<file path="src/sv/qed_pkg.sv">
`timescale 1ns / 1ps
`default_nettype none
// ----------------------------------------------------------------------------
// qed_pkg
// Shared types and constants of the quadrature encoder decoder.
// ----------------------------------------------------------------------------
package qed_pkg;

  localparam logic [1:0] KIND_SAMPLE  = 2'd0;
  localparam logic [1:0] KIND_SET_POS = 2'd1;
  localparam logic [1:0] KIND_READ    = 2'd2;
  localparam logic [1:0] KIND_CAPTURE = 2'd3;

  localparam logic [1:0] LATCH_AT3   = 2'd0;
  localparam logic [1:0] LATCH_AT0   = 2'd1;
  localparam logic [1:0] LATCH_HALF  = 2'd2;

  localparam logic [1:0] DIR_NONE = 2'd0;
  localparam logic [1:0] DIR_CW   = 2'd1;
  localparam logic [1:0] DIR_CCW  = 2'd2;

  localparam logic [1:0] STEP_NONE = 2'd0;
  localparam logic [1:0] STEP_UP   = 2'd1;
  localparam logic [1:0] STEP_DOWN = 2'd2;

  localparam logic [1:0] PINS_ZERO = 2'd0;
  localparam logic [1:0] PINS_ALL  = 2'd3;

  localparam logic CFG_LATCH_MODE = 1'b0;
  localparam logic CFG_TICKS      = 1'b1;

  localparam int          CFG_WIDTH     = 16;
  localparam logic [1:0]  LATCH_RESET   = 2'd0;
  localparam logic [15:0] TICKS_RESET   = 16'd20;
  localparam logic [15:0] RPM_NUMERATOR = 16'd60000;
  localparam int          DIV_STEPS     = 16;

  typedef struct packed {
    logic [1:0]         kind;
    logic               line_a;
    logic               line_b;
    logic signed [31:0] new_position;
    logic [31:0]        timestamp_ms;
  } in_item_t;

  typedef struct packed {
    logic signed [31:0] position;
    logic [1:0]         direction;
    logic [31:0]        interval_ms;
    logic [15:0]        rpm;
  } out_item_t;

  // Entry passed from the front part to the back part.
  typedef struct packed {
    logic signed [31:0] position;
    logic [1:0]         direction;
    logic [31:0]        interval_ms;
  } q_item_t;

  typedef enum logic [1:0] {
    BK_IDLE,
    BK_MUL,
    BK_DIV,
    BK_OUT
  } bk_state_t;

  function automatic logic [1:0] step_of(input logic [3:0] idx);
    logic [1:0] r;
    r = STEP_NONE;
    if (idx inside {4'd2, 4'd4, 4'd11, 4'd13}) r = STEP_UP;
    else if (idx inside {4'd1, 4'd7, 4'd8, 4'd14}) r = STEP_DOWN;
    return r;
  endfunction

endpackage
`default_nettype wire

</file>
<file path="src/sv/quadrature_encoder_decoder.sv">
`timescale 1ns / 1ps
`default_nettype none
// ----------------------------------------------------------------------------
// quadrature_encoder_decoder
// Quadrature encoder decoder: position, direction, interval and RPM per item.
// ----------------------------------------------------------------------------
// Path: an accepted item is written into the queue; the back part pops it in
//   its idle state, then passes the multiply state, the 16-step restoring RPM
//   divider and the output state, which holds the result until out_ready.
// The back part takes a new item only after the last result is taken.
// The front queues up to Q_DEPTH items while the back part is busy.
// Synchronous active-low reset clears the config, encoder, queue pointer and
//   control state, not data registers; latch_mode resets to 0, ticks_per_turn to 20.
module quadrature_encoder_decoder #(
  parameter int Q_DEPTH = 2
) (
  input  wire logic              clk,
  input  wire logic              rst_n,
  input  wire logic              in_valid,
  output logic                   in_ready,
  input  wire qed_pkg::in_item_t in_item,
  output logic                   out_valid,
  input  wire logic              out_ready,
  output qed_pkg::out_item_t     out_item,
  input  wire logic              cfg_we,
  input  wire logic              cfg_index,
  input  wire logic [qed_pkg::CFG_WIDTH-1:0] cfg_wdata
);

  logic [1:0]       latch_mode_r;
  logic [15:0]      ticks_r;
  logic             take;
  logic             q_full, q_empty, q_pop;
  qed_pkg::q_item_t entry, q_head;

  always_ff @(posedge clk) begin
    if (!rst_n) begin
      latch_mode_r <= qed_pkg::LATCH_RESET;
      ticks_r      <= qed_pkg::TICKS_RESET;
    end else if (cfg_we) begin
      case (cfg_index)
        qed_pkg::CFG_LATCH_MODE: latch_mode_r <= cfg_wdata[1:0];
        qed_pkg::CFG_TICKS:      ticks_r      <= cfg_wdata[15:0];
        default: ;
      endcase
    end
  end

  assign in_ready = !q_full;
  assign take     = in_valid && in_ready;

  qed_front u_front (
    .clk        (clk),
    .rst_n      (rst_n),
    .latch_mode (latch_mode_r),
    .take       (take),
    .item       (in_item),
    .entry      (entry)
  );

  qed_queue #(.DEPTH(Q_DEPTH)) u_queue (
    .clk       (clk),
    .rst_n     (rst_n),
    .push      (take),
    .push_data (entry),
    .full      (q_full),
    .pop       (q_pop),
    .head      (q_head),
    .empty     (q_empty)
  );

  qed_back u_back (
    .clk       (clk),
    .rst_n     (rst_n),
    .ticks     (ticks_r),
    .q_empty   (q_empty),
    .q_head    (q_head),
    .q_pop     (q_pop),
    .out_valid (out_valid),
    .out_ready (out_ready),
    .out_item  (out_item)
  );

endmodule
`default_nettype wire

</file>
<file path="src/sv/qed_front.sv">
`timescale 1ns / 1ps
`default_nettype none
// ----------------------------------------------------------------------------
// qed_front
// Accepts items, updates the encoder state and queues position, direction
// and interval for the back part.
// ----------------------------------------------------------------------------
module qed_front (
  input  wire logic             clk,
  input  wire logic             rst_n,
  input  wire logic [1:0]       latch_mode,
  input  wire logic             take,
  input  wire qed_pkg::in_item_t item,
  output qed_pkg::q_item_t      entry
);

  logic [1:0]  last_pins_r, last_pins_nxt;
  logic [31:0] fine_r, fine_nxt;
  logic [31:0] detent_r, detent_nxt;
  logic [31:0] reported_r, reported_nxt;
  logic [31:0] last_time_r, last_time_nxt;
  logic [31:0] prev_time_r, prev_time_nxt;
  logic [1:0]  pins;
  logic [1:0]  step;
  logic [1:0]  dir;
  logic [31:0] newpos;

  assign pins   = {item.line_b, item.line_a};
  assign step   = qed_pkg::step_of({last_pins_r, pins});
  assign newpos = item.new_position;

  always_comb begin
    last_pins_nxt = last_pins_r;
    fine_nxt      = fine_r;
    detent_nxt    = detent_r;
    reported_nxt  = reported_r;
    last_time_nxt = last_time_r;
    prev_time_nxt = prev_time_r;
    dir           = qed_pkg::DIR_NONE;
    case (item.kind)
      qed_pkg::KIND_SAMPLE: begin
        if (pins != last_pins_r) begin
          if (step == qed_pkg::STEP_UP) fine_nxt = fine_r + 32'd1;
          else if (step == qed_pkg::STEP_DOWN) fine_nxt = fine_r - 32'd1;
          last_pins_nxt = pins;
          if (latch_mode == qed_pkg::LATCH_AT3 && pins == qed_pkg::PINS_ALL)
            detent_nxt = 32'($signed(fine_nxt) >>> 2);
          else if (latch_mode == qed_pkg::LATCH_AT0 && pins == qed_pkg::PINS_ZERO)
            detent_nxt = 32'($signed(fine_nxt) >>> 2);
          else if (latch_mode == qed_pkg::LATCH_HALF &&
                   (pins == qed_pkg::PINS_ZERO || pins == qed_pkg::PINS_ALL))
            detent_nxt = 32'($signed(fine_nxt) >>> 1);
          prev_time_nxt = last_time_r;
          last_time_nxt = item.timestamp_ms;
        end
      end
      qed_pkg::KIND_SET_POS: begin
        if (latch_mode == qed_pkg::LATCH_AT3 || latch_mode == qed_pkg::LATCH_AT0)
          fine_nxt = {newpos[29:0], fine_r[1:0]};
        else if (latch_mode == qed_pkg::LATCH_HALF)
          fine_nxt = {newpos[30:0], fine_r[0]};
        detent_nxt   = newpos;
        reported_nxt = newpos;
      end
      qed_pkg::KIND_CAPTURE: last_pins_nxt = pins;
      default: ;
    endcase
    if ($signed(reported_nxt) > $signed(detent_nxt)) dir = qed_pkg::DIR_CCW;
    else if ($signed(reported_nxt) < $signed(detent_nxt)) dir = qed_pkg::DIR_CW;
    if (item.kind == qed_pkg::KIND_READ) reported_nxt = detent_nxt;
  end

  assign entry.position    = detent_nxt;
  assign entry.direction   = dir;
  assign entry.interval_ms = last_time_nxt - prev_time_nxt;

  always_ff @(posedge clk) begin
    if (!rst_n) begin
      last_pins_r <= '0;
      fine_r      <= '0;
      detent_r    <= '0;
      reported_r  <= '0;
      last_time_r <= '0;
      prev_time_r <= '0;
    end else if (take) begin
      last_pins_r <= last_pins_nxt;
      fine_r      <= fine_nxt;
      detent_r    <= detent_nxt;
      reported_r  <= reported_nxt;
      last_time_r <= last_time_nxt;
      prev_time_r <= prev_time_nxt;
    end
  end

endmodule
`default_nettype wire

</file>
<file path="src/sv/qed_queue.sv">
`timescale 1ns / 1ps
`default_nettype none
// ----------------------------------------------------------------------------
// qed_queue
// Short register queue between the front and back parts.
// ----------------------------------------------------------------------------
module qed_queue #(
  parameter int DEPTH = 2
) (
  input  wire logic             clk,
  input  wire logic             rst_n,
  input  wire logic             push,
  input  wire qed_pkg::q_item_t push_data,
  output logic                  full,
  input  wire logic             pop,
  output qed_pkg::q_item_t      head,
  output logic                  empty
);

  localparam int PW = (DEPTH > 1) ? $clog2(DEPTH) : 1;
  localparam int CW = $clog2(DEPTH + 1);
  localparam logic [PW-1:0] LAST = PW'(DEPTH - 1);
  localparam logic [CW-1:0] FULL_COUNT = CW'(DEPTH);

  qed_pkg::q_item_t mem_r [DEPTH];
  logic [PW-1:0] wr_r, wr_nxt;
  logic [PW-1:0] rd_r, rd_nxt;
  logic [CW-1:0] cnt_r, cnt_nxt;
  logic          do_push, do_pop;

  assign full    = (cnt_r == FULL_COUNT);
  assign empty   = (cnt_r == '0);
  assign head    = mem_r[rd_r];
  assign do_push = push && !full;
  assign do_pop  = pop && !empty;

  always_comb begin
    wr_nxt  = wr_r;
    rd_nxt  = rd_r;
    cnt_nxt = cnt_r;
    if (do_push) wr_nxt = (wr_r == LAST) ? '0 : wr_r + PW'(1);
    if (do_pop)  rd_nxt = (rd_r == LAST) ? '0 : rd_r + PW'(1);
    if (do_push && !do_pop) cnt_nxt = cnt_r + CW'(1);
    else if (do_pop && !do_push) cnt_nxt = cnt_r - CW'(1);
  end

  always_ff @(posedge clk) begin
    if (!rst_n) begin
      wr_r  <= '0;
      rd_r  <= '0;
      cnt_r <= '0;
    end else begin
      wr_r  <= wr_nxt;
      rd_r  <= rd_nxt;
      cnt_r <= cnt_nxt;
    end
  end

  always_ff @(posedge clk) begin
    if (do_push) mem_r[wr_r] <= push_data;
  end

  a_cnt_bound: assert property (@(posedge clk) disable iff (!rst_n)
    cnt_r <= FULL_COUNT) else $error("queue count beyond depth");
  a_push_cnt: assert property (@(posedge clk) disable iff (!rst_n)
    (do_push && !do_pop) |=> cnt_r == $past(cnt_r) + CW'(1))
    else $error("queue count missed a push");
  a_pop_cnt: assert property (@(posedge clk) disable iff (!rst_n)
    (do_pop && !do_push) |=> cnt_r == $past(cnt_r) - CW'(1))
    else $error("queue count missed a pop");

endmodule
`default_nettype wire

</file>
<file path="src/sv/qed_back.sv">
`timescale 1ns / 1ps
`default_nettype none
// ----------------------------------------------------------------------------
// qed_back
// Computes the RPM of a queued item with a 16-step restoring divider and
// holds the result item until it is taken.
// ----------------------------------------------------------------------------
module qed_back (
  input  wire logic             clk,
  input  wire logic             rst_n,
  input  wire logic [15:0]      ticks,
  input  wire logic             q_empty,
  input  wire qed_pkg::q_item_t q_head,
  output logic                  q_pop,
  output logic                  out_valid,
  input  wire logic             out_ready,
  output qed_pkg::out_item_t    out_item
);

  qed_pkg::bk_state_t state_r, state_nxt;
  qed_pkg::q_item_t   work_r;
  logic [15:0] denom_r;
  logic        zero_r;
  logic [15:0] num_r;
  logic [15:0] rem_r;
  logic [3:0]  cnt_r;
  logic        load_work, start_div, div_step;
  logic [15:0] d;
  logic [16:0] rem_shift;
  logic [17:0] diff;
  logic        ge;
  logic [47:0] prod;

  assign prod      = 48'(work_r.interval_ms) * 48'(ticks);
  assign d         = denom_r;
  assign rem_shift = {rem_r, num_r[15]};
  assign diff      = {1'b0, rem_shift} - {2'b00, d};
  assign ge        = ~diff[17];

  always_comb begin
    state_nxt = state_r;
    case (state_r)
      qed_pkg::BK_IDLE: if (!q_empty) state_nxt = qed_pkg::BK_MUL;
      qed_pkg::BK_MUL:  state_nxt = qed_pkg::BK_DIV;
      qed_pkg::BK_DIV:  if (cnt_r == 4'(qed_pkg::DIV_STEPS - 1)) state_nxt = qed_pkg::BK_OUT;
      qed_pkg::BK_OUT:  if (out_ready) state_nxt = qed_pkg::BK_IDLE;
      default:          state_nxt = qed_pkg::BK_IDLE;
    endcase
  end

  always_comb begin
    load_work = 1'b0;
    start_div = 1'b0;
    div_step  = 1'b0;
    out_valid = 1'b0;
    case (state_r)
      qed_pkg::BK_IDLE: load_work = !q_empty;
      qed_pkg::BK_MUL:  start_div = 1'b1;
      qed_pkg::BK_DIV:  div_step  = 1'b1;
      qed_pkg::BK_OUT:  out_valid = 1'b1;
      default: ;
    endcase
  end

  assign q_pop = load_work;

  always_ff @(posedge clk) begin
    if (!rst_n) begin
      state_r <= qed_pkg::BK_IDLE;
      cnt_r   <= '0;
    end else begin
      state_r <= state_nxt;
      if (start_div) cnt_r <= '0;
      else if (div_step) cnt_r <= cnt_r + 4'd1;
    end
  end

  always_ff @(posedge clk) begin
    if (load_work) work_r <= q_head;
    if (start_div) begin
      denom_r <= prod[15:0];
      zero_r  <= (prod == '0) || (prod[47:16] != '0);
      num_r   <= qed_pkg::RPM_NUMERATOR;
      rem_r   <= '0;
    end else if (div_step) begin
      num_r <= {num_r[14:0], ge};
      rem_r <= ge ? diff[15:0] : rem_shift[15:0];
    end
  end

  assign out_item.position    = work_r.position;
  assign out_item.direction   = work_r.direction;
  assign out_item.interval_ms = work_r.interval_ms;
  assign out_item.rpm         = zero_r ? 16'd0 : num_r;

  a_div_len: assert property (@(posedge clk) disable iff (!rst_n)
    (state_r == qed_pkg::BK_DIV && cnt_r == 4'(qed_pkg::DIV_STEPS - 1))
    |=> state_r == qed_pkg::BK_OUT) else $error("divider step count off");
  a_rem: assert property (@(posedge clk) disable iff (!rst_n)
    (state_r == qed_pkg::BK_OUT && !zero_r) |-> rem_r < d)
    else $error("divider remainder not reduced");
  a_hold: assert property (@(posedge clk) disable iff (!rst_n)
    (out_valid && !out_ready) |=> $stable(out_item))
    else $error("result changed while waiting");
  a_pop: assert property (@(posedge clk) disable iff (!rst_n)
    q_pop |-> state_r == qed_pkg::BK_IDLE && !q_empty)
    else $error("pop outside idle");

endmodule
`default_nettype wire

</file>
<file path="config.mk">
export PLATFORM = sky130hd
export DESIGN_NAME = quadrature_encoder_decoder
export DESIGN_NICKNAME = d
export VERILOG_FILES = /design/src/sv/qed_pkg.sv /design/src/sv/quadrature_encoder_decoder.sv /design/src/sv/qed_front.sv /design/src/sv/qed_queue.sv /design/src/sv/qed_back.sv
export SDC_FILE = /design/constraint.sdc
export NUM_CORES = 2
export LEC_CHECK = 0
export ABC_AREA = 0
export BUFFER_PORTS_ARGS = -buffer_cell sky130_fd_sc_hd__buf_2
export CORE_UTILIZATION = 55
export DETAILED_ROUTE_END_ITERATION = 8
export PLACE_DENSITY = 0.71
export SETUP_SLACK_MARGIN = 0.4
export SYNTH_ARGS = -nofsm -noshare
export SYNTH_HDL_FRONTEND = slang
export SYNTH_SLANG_ARGS = --single-unit
</file>
<file path="constraint.sdc">
create_clock -name clk -period 7.3 [get_ports clk]
set_input_delay 1.095 -clock clk [delete_from_list [all_inputs] [get_ports clk]]
set_output_delay 1.095 -clock clk [all_outputs]
set_load 0.02 [all_outputs]
</file>
Word level (Yosys, flattened, before mapping)
Memories as Yosys holds them, arrays and structs flattened. A register that Yosys moved wholly into a read port is not among the register bits.
Cells that the tools add are included.
- bits in registers: 239
- latch bits: 0
- memory bits (writable): 132
- ROM bits: 0
- input bits: 90
- output and inout bits: 84
- logic and storage cells: 140
- memories: 1
- memory list (memory ; words ; width ; read ports ; clocked after Yosys merged registers in ; wr ports ; RTL line ; text):
    u_queue.mem_r ; 2 ; 66 ; 1 ; 1 ; 1 ; qed_queue.sv:25 ; qed_pkg::q_item_t mem_r [DEPTH];
- $add $sub $neg: 9
- $mul: 1
- divide/modulo/power cells: 0
- order comparisons: 2
- equality and inequality tests: 29
- shift operators: 0
- multiplexer cells: 39
- bitwise operators: 4
- reduce and logical (&&, ||, !) cells: 36
- operator list (kind ; number):
    two-way mux 32 bit ; 15
    one-hot mux 32 bit (2 select lines) ; 2
    logical NOT 48 bit ; 1
    multiplier 32 x 16 -> 48 bit ; 1
    adder 32 x 1 -> 32 bit, second input constant ; 1
    greater-than comparator 32 bit ; 1
    less-than comparator 32 bit ; 1
    two-way mux 16 bit ; 2
    nonzero test 32 bit ; 1
    subtractor 32 x 1 -> 32 bit, second input constant ; 1
    subtractor 32 bit ; 1
    == test 4 bit, second input constant ; 5
    two-way mux 2 bit ; 9
    subtractor 17 x 16 -> 18 bit ; 1
    == test 2 bit, second input constant ; 8
    logical NOT 2 bit ; 5
    AND reduction 5 bit ; 2
    two-way mux 1 bit ; 9
    == test 2 x 1 -> 1 bit, second input constant ; 4
    == test 4 x 3 -> 1 bit, second input constant ; 2
    logical AND 1 bit ; 8
    one-hot mux 2 bit (4 select lines) ; 1
    nonzero test 2 bit ; 4
    nonzero test 4 bit ; 2
    18 further kinds ; 33

Longest topological paths before layout
- word-level depth: 15
- mapped depth: 27
- depth with buffers taken out: 24

Cells and area by module
From an unflattened synthesis, not the netlist that was laid out.
- cell total of the unflattened synthesis: 4383
- area, all modules: 39962.1 µm²
- modules (own cells, without submodules) (module ; instances ; cells each ; area each (µm²) ; seq. area each (µm²)):
    qed_back ; 1 ; 2241 ; 21170.3 ; 3253.1
    qed_front ; 1 ; 1831 ; 13038.8 ; 3243.1
    qed_queue ; 1 ; 230 ; 5003.5 ; 4063.9
    quadrature_encoder_decoder ; 1 ; 81 ; 749.5 ; 360.3

Least setup slack after synthesis
No wires, ideal clock.
- kind: register -> register
- start: register, netlist name u_back.out_item[27]
- end: register u_back.zero_r, data pin
- arrival time: 6.662 ns
- required time: 7.026 ns
- slack: 0.364 ns
- cell stages (with the launch flop): 24
- buffers on the path: 4
- cells stage by stage: edfxtp_1 > clkbuf_1 > clkbuf_1 > nand2_1 > fa_1 > fa_1 > fa_1 > fa_1 > fa_1 > fa_1 > inv_1 > ha_1 > clkbuf_1 > and3_1 > clkbuf_1 > nand2_1 > or3_1 > o22ai_1 > a31oi_1 > and3_1 > nor4_1 > nand4_1 > a2111oi_0 > nand4_1
- cells in the longest elaborated chain, start to end: 3
- elaborated cells between the ends (all ways): 4
- ends and longest elaborated chain (what ; RTL line ; text):
    multiplier 32 x 16 -> 48 bit (*) ; qed_back.sv:34 ; assign prod = 48'(work_r.interval_ms) * 48'(ticks);
    logical NOT 48 bit / nonzero test 32 bit (equally long branches) ; qed_back.sv:82 ; zero_r <= (prod == '0) || (prod[47:16] != '0);
    logical OR 1 bit (*) ; qed_back.sv:82 ;
    end signal, assigned ; qed_back.sv:82 ;
    end, declared ; qed_back.sv:23 ; logic zero_r;
Every way passes the cells marked *; elsewhere a longest branch is shown, timed or not.
A chain may end at the register's enable or synchronous reset.

Worst setup path in the final report
- start: register ticks_r[1]
- end: register u_back.zero_r, data pin
- cells in the longest elaborated chain, start to end: 3
- elaborated cells between the ends (all ways): 4
- ends and longest elaborated chain (what ; RTL line ; text):
    start, declared ; quadrature_encoder_decoder.sv:31 ; logic [15:0] ticks_r;
    start signal, assigned ; quadrature_encoder_decoder.sv:39 ; ticks_r <= qed_pkg::TICKS_RESET;
    start signal, assigned ; quadrature_encoder_decoder.sv:43 ; qed_pkg::CFG_TICKS: ticks_r <= cfg_wdata[15:0];
    multiplier 32 x 16 -> 48 bit (*) ; qed_back.sv:34 ;
    logical NOT 48 bit / nonzero test 32 bit (equally long branches) ; qed_back.sv:82 ;
    logical OR 1 bit (*) ; qed_back.sv:82 ;
Marked as above.

==> results.ini <==
[run_status]
status = complete, no violations

[synth]
seq_area_frac_synth_pct = 28.4
synth_area_um2 = 38400
avgSynthCellArea_um2 = 9.15
ys_types = 84
synth_edf_count = 215
synthesis.nets = 4917
synthFlopType = dfxtp_1
synth_async_sr_flop_share_pct = 0
yosys_warnings = 0
synth_seq_cells = 437
synthCells = 4195

[global_routing]
grt_pass1_wl_mm = 166
grt_max_degree = 79
antenna_found_initial = 7
grt_pass1_vias = 30400
grtUsageTotal_pct = 29.8
gr-total-overflow = 0

[floorplanning]
die-area_um2 = 70800
die_x_um = 266
io_pins = 174
start_util_pct = 55.7
fp.coreArea_um2 = 68800
die_h_um = 266
rows = 96

[worst_setup_path]
cp_slowest_stage_delay_ns = 0.57
cp_max_fo = 16
crit_top_cell = fa_1
cp-start-kind = flop
r2r-start = ticks_r[1]
critPathKind = flop to flop
timing.critical_path.required_ns = 7.66
worstRegToRegCells = 21
r2r-end = u_back.zero_r
path_cells = clkbuf_16 -> and2_1 -> fa_1 -> inv_1 -> fa_1 -> fa_1 -> fa_1 -> fa_1 -> fa_1 -> inv_1 -> ha_4 -> and3_4 -> nand2_1 -> nor4_4 -> o21a_1 -> a31oi_4 -> and3_1 -> nor4_2 -> nand4_1 -> a2111oi_4 -> nand4_1
end_kind = flop
critPathArrivalTime_ns = 7.05
r2r_slack_ns = 0.61
cp_slowest_cell = fa_1

[timing]
clock_skew_ns = 0.0548
slew_violations = 0
max_freq_mhz = 149
finalCriticalPeriod_ns = 6.69
worstMarginPinSlew_ns = 1.24
setup_viol = 0
rsz0062_at_grt = false
slew_headroom_pct = 17.4
finalHoldViolations = 0
whs_ns = 0.449
min_period_over_period_pct = 91.7

[final_layout]
drive_gt1_share_pct = 14.0
fillerInstances = 5787
seq_area_um2 = 10900
syn2layout_area_growth_pct = 13.0
stdcell_count = 5340
multi_input_area_um2 = 25600
fin_nets = 5085
final_common_cell = nand2_1
final_cell_mix = 820 x nand2_1, 418 x fa_1, 373 x inv_1
final_core_util_pct = 63.0

[clocking]
holdBufCountCts = 0
cts_buffer_depth = 3
cts-root-buf = clkbuf_16
htreeDepth = 2
clock_sinks = 437
cts_buffers = 51
clk_latency_ns = 0.64
path_clk_slew_ns = 0.07
cts_tree = built

[detailed_routing]
drtIter0Drc = 2667
first_pass_iters = 8
ant_nets = 0
vias_per_cell = 5.84
routedWlPerCell_um = 20.1
num_vias = 31200
drc = 0
routed_wl_mm = 107

[hold_path]
min_from = u_front.reported_r[10]
holdPathStages = 2
hp-class = flop to flop
min_to = u_front.reported_r[10]

[placement]
post-dp-hpwl_mm = 78.0
routabilityCongestion = 0.953
dp_cells = 5169
numPortBuffers = 173

[job]
cap_violations = 0

state kept, by name, indices dropped and copies added, names as in the netlist:
name                 count
u_queue.mem_r          132
u_back.state_r           2
latch_mode_r             2
u_front.prev_time_r     32
u_front.reported_r      32
u_front.fine_r          32
u_back.zero_r            1
u_back.rem_r            16
u_back.num_r            16
u_back.out_item         66
u_queue.rd_r             1
u_queue.wr_r             1
u_front.last_time_r     32
u_queue.cnt_r            2
u_front.last_pins_r      2
ticks_r                 16
u_back.d                16
u_front.detent_r        32
u_back.cnt_r             4
area by class of cell:
class	count	share of cell area (%)
well taps	931	2.69
clock inverters	34	0.805
repair buffers	356	5.87
diodes	3	0.0173
inverters	377	3.27
clock buffers	62	3.16
flip-flops and latches	437	25.2
multi-input cells	3140	59.0
worst max-delay path: cells and delay by family (launching register included):
kind / cells / cell delay, ns
AOI/OAI and AO/OA: 3 / 0.57
buffers and inverters: 3 / 0.37
DFF: 1 / 0.40
adders and majority gates: 7 / 3.42
and+or+nand+nor: 8 / 1.64
cell families (layout without fill, tap and decap cells):
logic type,after synthesis,count (layout),share of synthesized area [%]
XOR/XNOR,100,100,2.28
AND/OR/NAND/NOR,1520,1520,18.1
multiplexers,151,151,4.23
AO/OA/AOI/OAI,737,737,12.1
flip-flops,437,437,28.4
adder cells (fa/ha/maj),632,632,28.8
buffers and inverters,618,829,6.07
other,0,3,0
stage by stage:
stage / TNS, ns / area [µm²] / setup WS (ns)
floorplan: 0 / 38400 / 0.437
global placement: 0 / 40500 / 0.167
detailed placement: -0.0310 / 40500 / -0.0310
CTS: 0 / 42700 / 0.402
global route: 0 / 43400 / 0.373
finish: 0 / 43400 / 0.609
repair_timing:
item | 4_1_cts | 5_1_grt
buffers inserted | 44 | 24
resized for setup | 16 | 93
pin swaps | 0 | 28
gates cloned | 0 | 4
setup endpoints to repair | 1 | 1
hold endpoints to repair | 0 | 0
Yosys cell counts (all sizes together) (55+ instances only):
cell,number,area share (%)
ha,212,6.9
mux2i,80,2.1
mux2,69,2.0
fa,420,22
a21oi,274,3.6
inv,376,3.7
nand3,55,0.72
and2,244,4.0
o21ai,143,1.9
clkbuf,224,2.2
edfxtp,215,17
nand2,824,8.1
dfxtp,222,12
xnor2,61,1.4
nor2,179,1.8
worst max-delay path by stage:
stage	to	slack [ns]	cells after the start	start
2_1_floorplan	u_back.zero_r	0.44	25	u_back.out_item[23]
3_3_place_gp	u_back.zero_r	0.17	21	ticks_r[10]
3_5_place_dp	u_back.zero_r	-0.03	21	ticks_r[10]
4_1_cts	u_back.zero_r	0.40	22	ticks_r[12]
5_1_grt	u_back.zero_r	0.37	23	u_back.out_item[44]
6_report	u_back.zero_r	0.61	21	ticks_r[1]
per-layer routing:
layer	vias to the layer above	GRT usage (%)	wire length, µm	share of wire (%)
met2	1282	46.9	49000	46
met1	15200	40.7	44900	42
met4	6	10.6	3640	3.4
met5	-	0	41	0.038
met3	255	6.29	9600	9.0
li1	14400	-	-	-
Power is not shown: default switching activity piles up to over one toggle a cycle in this logic, so the estimate is an artifact.
